[config.mk]
export PLATFORM = sky130hd
export DESIGN_NAME = lobm_best_cmp
export DESIGN_NICKNAME = d
export VERILOG_FILES = /design/src/rtl/limit_order_book_matcher_defines.svh /design/src/rtl/lobm_pkg.sv /design/src/rtl/lobm_best_cmp.sv
export SDC_FILE = /design/constraint.sdc
export NUM_CORES = 1
export LEC_CHECK = 0
export BUFFER_PORTS_ARGS = -buffer_cell sky130_fd_sc_hd__clkbuf_2
export CORE_MARGIN = 2
export CORE_UTILIZATION = 37
export DETAILED_ROUTE_END_ITERATION = 10
export PLACE_DENSITY = 0.84
export SYNTH_ARGS = -nofsm -noshare
export SYNTH_HDL_FRONTEND = slang
export SYNTH_SLANG_ARGS = --single-unit
export TNS_END_PERCENT = 1
[constraint.sdc]
create_clock -name vclk -period 1.8
set_input_delay 0 -clock vclk [all_inputs]
set_output_delay 0 -clock vclk [all_outputs]
set_load 0.05 [all_outputs]
[src/rtl/limit_order_book_matcher_defines.svh]
// Assertion macros for the limit order book matcher.
// Depends on nothing; files that assert take it by include.
`ifndef LIMIT_ORDER_BOOK_MATCHER_DEFINES_SVH
`define LIMIT_ORDER_BOOK_MATCHER_DEFINES_SVH
// Implication in the same cycle, reset disables the check.
`define LOBM_ASSERT_NOW(label, ante, cons) \
    label: assert property (@(posedge clk) disable iff (!rst_n) (ante) |-> (cons)) \
        else $error("lobm assertion failed");
// Implication checked in the next cycle, reset disables the check.
`define LOBM_ASSERT_NEXT(label, ante, cons) \
    label: assert property (@(posedge clk) disable iff (!rst_n) (ante) |=> (cons)) \
        else $error("lobm assertion failed");
`endif

[src/rtl/lobm_pkg.sv]
// Shared constants, codes and types of the limit order book matcher.
// Depends on nothing.
package lobm_pkg;
    localparam int NUM_INSTRUMENTS = 4;
    localparam int BOOK_DEPTH = 64;
    localparam int MAX_FILLS = 63;
    localparam int TOTAL_SLOTS = NUM_INSTRUMENTS * 2 * BOOK_DEPTH;
    localparam int SLOT_W = $clog2(TOTAL_SLOTS);
    localparam int CNT_W = $clog2(TOTAL_SLOTS + 1);
    localparam int FILL_W = 6;
    localparam int PRICE_W = 32;
    localparam int QTY_W = 32;
    localparam int ID_W = 24;
    localparam int INS_W = 2;

    localparam logic CMD_PLACE = 1'b0;
    localparam logic CMD_CANCEL = 1'b1;
    localparam logic SIDE_BUY = 1'b0;

    localparam logic [1:0] KIND_OPEN = 2'd0;
    localparam logic [1:0] KIND_FILL = 2'd1;
    localparam logic [1:0] KIND_REJECT = 2'd2;

    localparam logic [1:0] ST_OPEN = 2'd0;
    localparam logic [1:0] ST_PARTIAL = 2'd1;
    localparam logic [1:0] ST_DONE = 2'd2;

    typedef struct packed {
        logic               valid;
        logic [PRICE_W-1:0] price;
        logic [QTY_W-1:0]   qty;
        logic [ID_W-1:0]    id;
    } slot_t;

    typedef struct packed {
        logic               want_low;
        logic               have_best;
        logic [PRICE_W-1:0] best_price;
        logic [ID_W-1:0]    best_id;
    } cmp_ctl_t;

    typedef struct packed {
        logic [1:0]         kind;
        logic [ID_W-1:0]    inc_id;
        logic [1:0]         inc_st;
        logic [ID_W-1:0]    rest_id;
        logic [1:0]         rest_st;
        logic [PRICE_W-1:0] price;
        logic [QTY_W-1:0]   qty;
    } res_t;

    typedef enum logic [3:0] {
        S_CLEAR,
        S_IDLE,
        S_FREE,
        S_BEST,
        S_PRICE,
        S_FILL,
        S_CANCEL,
        S_FLUSH
    } state_t;
endpackage

[src/rtl/lobm_best_cmp.sv]
// Shared compare unit: decides whether a slot beats the best one so far.
// Depends on lobm_pkg.
module lobm_best_cmp
(
    input  lobm_pkg::cmp_ctl_t ctl,
    input  lobm_pkg::slot_t    cand,
    output logic               better
);
    always_comb
    begin
        if (!cand.valid)
        begin
            better = 1'b0;
        end
        else if (!ctl.have_best)
        begin
            better = 1'b1;
        end
        else if (cand.price == ctl.best_price)
        begin
            better = cand.id < ctl.best_id;
        end
        else if (ctl.want_low)
        begin
            better = cand.price < ctl.best_price;
        end
        else
        begin
            better = cand.price > ctl.best_price;
        end
    end
endmodule

# Yosys cells after proc, flatten, opt, wreduce, memory -nomap -nowiden
# Cells that the tools add are included.
# classes
n_lt_le_gt_ge,3
eq_ne,1
mux,4
# op_table
operator,count
$eq 32x32->1,1
$gt 32x32->1,1
$lt 32x32->1,1
$lt 24x24->1,1
$mux 1,4
# totals
reg_bits,0
inputBits,147
out_inout_bits,1
elab_cells,8

# Depth between registers and ports, before layout
# depth
depth_word,5
mapped_depth,8
ltp_nobuf,8

# Worst setup path after synthesis
# Ideal clock, no wire load.
# synth_timing
path_kind,input -> output
start,input port ctl[38] (netlist name)
end,output port better
t_arrival_ns,2.087
required_ns,1.800
path_slack_ns,-0.287
path_stages,8
path_buffers,0
path_cell_list,inv_1 > ha_1 > a21oi_2 > nand2_1 > a221o_1 > o31a_1 > o21a_1 > o31ai_2
# synth_via
elab_chain_cells,5
elab_cells_between_ends,7
classes_between,2 x order compare; 1 x eq/ne; 4 x mux
# synth_lines
item,line,rtl
from (decl),lobm_best_cmp.sv:5,"input lobm_pkg::cmp_ctl_t ctl,"
$gt 32x32->1 / $lt 32x32->1 (equally long branches),"lobm_best_cmp.sv:29, lobm_best_cmp.sv:25",
$mux 1,lobm_best_cmp.sv:23,else if (ctl.want_low)
$mux 1 *,lobm_best_cmp.sv:19,else if (cand.price == ctl.best_price)
$mux 1 *,lobm_best_cmp.sv:15,else if (!ctl.have_best)
$mux 1 *,lobm_best_cmp.sv:11,if (!cand.valid)
to (decl),lobm_best_cmp.sv:7,output logic better
# Mark *: on every way between the ends. The rest lies on a longest branch, timed or not.

# Final worst setup path
# layout_timing
start,input port ctl[45] (netlist name)
end,output port better
# Same word-level chain as after synthesis.

==> results <==
- The flow ran to the end, but the final reports show violations.
- The final reports fail on negative setup slack.
- The residual DRC count is 0.
- The routed design has 4100 um of wire.
- The number of max-cap violations is 0.
- In this run the most used layer during global routing was met2.
- The startpoint type of the worst setup path is an input port.
- The post-DP HPWL is 3570 um.
- The number of antenna violations at the first check in global routing is 0.
- Measured against its own limit, the worst slew margin works out to 73.4%.
- The cell-internal power is 276 uW.
- The power density of the placed cells is around 220 nW/um^2.
- The count of endpoints failing hold in the final timing report is 0.
- For this run, the detailed router's first-pass iteration total came to 4.
- The final layout contains 527 nets.
- The count of warnings emitted by yosys is 0.
- The via count is 1,787.
- The final critical path takes up 100% of the cycle.
- The number of antenna diodes in the final layout is 0.
- The area share of xor/xnor cells in the synthesized design is 0%.
- The initialized floorplan defines 22 standard-cell rows.
- The final critical delay including setup and external delays is roughly 1800 ps.
- Global routing finished with a remaining overflow of 0.
- The clock buffer instance count of the final layout is 0.
- The type of the tightest min-delay check is in -> out.
- The slowest stage of the critical path belongs to the cell a2111oi_2.
- The global-route track usage on met1 is 18.3%.
- The smallest setup slack after layout is -4.87 ps.
- The starting utilization of the core area is 38.5%.
- The worst setup path is captured at a primary output.
- Multiplexer cells account for 0% of the synthesized area.
- The number of flip-flops and latches is 0.
- The total area of multi-input combinational cells is roughly 1400 um^2.
- The switching portion of total power is 45.5%.
- The detail route stage leaves a number of antenna-violating nets equal to 0.
- The share of power burned in the clock network is 0%.
- Using the TritonRoute via totals, the vias-per-cell ratio works out to 4.82.
- The arrival time reported for the critical path endpoint is 1800 ps.
- Among cell families on the critical path, the largest total delay comes from compound AO/OA/AOI/OAI gates.
- The final weighted congestion in routability-driven placement is 0.705.
- Ranked by total cell area, the synthesized netlist is headed by ha_1, inv_1, a21oi_1, nand4_1, nand3_1.
- Once placement completed, the tool counted placed cells totaling 369.
- In the global route stage, met3 resource usage came out at 2.21%.
- For this design the static power due to leakage is 0.00143 uW.
- ha_1 takes more of the synthesized area than any other cell.
- Compared with the post-synthesis result, the final layout area differs by 65.6%.
- The largest driver fanout on the critical path is 2.
- Summed over its instances, the top area cell type makes up about half of the synthesized netlist area.
- The core box area is 3690 um^2.
- For this run, the number of standard cells in the final layout without fillers is approximately 370.
- Together, buffers and inverters on the worst path number 3.
- The met2 demand-to-capacity share in global routing is about two fifths.
- The routed length per instance is 11.1 um.
- At the worst endpoint, the required time is 1800 ps.
- The mean cell area of the mapped netlist is 7.18 um^2.
- The slew at the pin closest to its max-slew limit is about 400 ps.
- The number of ports placed on the die boundary is 148.
- The critical path goes through clkbuf_2 -> inv_1 -> ha_1 -> a21oi_1 -> nor2_1 -> a2111oi_2 -> o31ai_2 -> o21a_1 -> o31ai_4 -> buf_12.
- Ranked by instance count, the synthesized netlist is headed by inv_1, ha_1, a21oi_1.
- The main combinational cell family by area after synthesis is adder cells.
- For this run, the total global-route usage over all layers was measured as 17.7%.
- The synthesized instance count is 198.
- Among all cell types in the netlist, the one instantiated most often is inv_1.
- Sequential cells account for 0% of the total power.
- Summed over all failing endpoints, the final setup total negative slack is -4.87 ps.
- Synthesis produced a netlist with a net count of 400.
- Summing the areas of all fa, ha and maj instances in the mapped netlist gives a little under 50% of the synthesized area.
- The post-synth design cell area is 1420 um^2.
- The fraction of the yosys area taken by sequential cells is 0%.
- Of the cells placed in the final design, the portion with a size suffix greater than 1 is 48.9%.
- The horizontal extent of the die is 66.0 um.
- The largest stage delay on the critical path is 380 ps.
- The synthesized-area fraction occupied by and/or/nand/nor cells is 14.3%.
- For this design, the CTS-stage hold fixing added 0 buffers.
- The count of fill cells added during filler insertion is 323.
- The iteration-0 DRC count of the detailed router is 15.
- The die covers 4350 um^2.
- The global-route wire length before repair is 6320 um.
- Buffers placed on the I/O ports in this run total 116.
- The max-slew violation count was 0.
- The combinational share of power is 100.0%.
- The via count of the first global-routing pass is 1,658.
- The share of the synthesized area in compound gates (AO/OA/AOI/OAI) is 22.2%.
- The achievable frequency is 554 MHz.
- IR analysis of the VDD net gives a maximum drop of 0.101 mV.
- In this run the power spent charging and discharging nets is 230 uW.
- Entering global routing, the biggest net connects 5 pins.
- Setup violations remaining at the end of the flow were counted as 1.
- The number of distinct library cells after synthesis is 31.
- Measured along the y axis, the die boundary spans 66.0 um.
- Setup repair after global routing could not meet its margin everywhere.
- In the final layout, flip-flops and latches occupy 0 um^2.
- The critical path is of the in -> out type.
-- final timing paths --
| check | startpoint | to | slack, ps | depth (start not counted) |
|---|---|---|---|---|
| worst min-delay path | cand[88] | better | 420 | 4 |
| worst max-delay path | ctl[45] | better | -5 | 10 |
-- power groups by stage --
stage / logic [uW] / registers (uW) / clock network (uW)
finish: 507 / 0 / 0
global route: 578 / 0 / 0
CTS: 493 / 0 / 0
detailed placement: 452 / 0 / 0
global placement: 437 / 0 / 0
floorplan: 244 / 0 / 0
-- cells in the final DEF (no fill, tap or decap), types with 2 or more instances in the layout --
cell and n:
a211o_1 2, a211oi_1 2, a21o_1 3, a21oi_1 15, a21oi_2 3, a31oi_1 2, and4_1 2, buf_4 9
clkbuf_2 114, ha_1 44, ha_4 11, inv_1 48, inv_2 9, nand2_1 10, nand2b_1 2, nand3_1 8
nand4_1 8, nor2_1 4, nor4_2 2, o211ai_1 2, o21a_1 2, o21ai_0 3
-- kinds of logic (layout without fill, tap and decap cells) --
family / Yosys count / after routing
AO/OA/AOI/OAI: 47 / 47
adder cells (fa/ha/maj): 55 / 55
buffers and inverters: 57 / 182
AND/OR/NAND/NOR: 39 / 39
-- worst min-delay path, delay by kind of cell --
family	cells	cell delay (ps)
simple gates	1	100
buf+inv	2	240
compound gates	1	90
-- per-stage QoR --
stage	hold WS, ps	total power, uW	instance area [um^2]	setup WS (ps)	utilization [%]
2_1_floorplan	212	244	1460	21.8	-
5_1_grt	442	578	2350	-120	63.8
3_5_place_dp	401	452	2170	-171	58.8
4_1_cts	423	493	2320	-12.0	62.9
6_report	421	507	2350	-4.87	63.8
3_3_place_gp	401	437	2170	-123	58.8
-- timing repair --
item | 4_1_cts | 5_1_grt
gates resized for setup | 22 | 10
setup endpoints to repair | 1 | 1
pin swaps | 23 | 10
setup buffers | 1 | 1
-- per-layer routing --
metal | vias to the layer above | part of all wire (%)
met2 | 65 | 55
met4 | 0 | 0.17
met1 | 772 | 36
li1 | 948 | -
met5 | - | 0
met3 | 2 | 8.6
-- cell type report --
class                           count  share of cell area [%]
Tap cell                           48                    2.55
Timing Repair Buffer              125                    28.4
Multi-Input combinational cell    141                    59.9
Inverter                           57                    9.09
(Power assumes the default switching activity.)
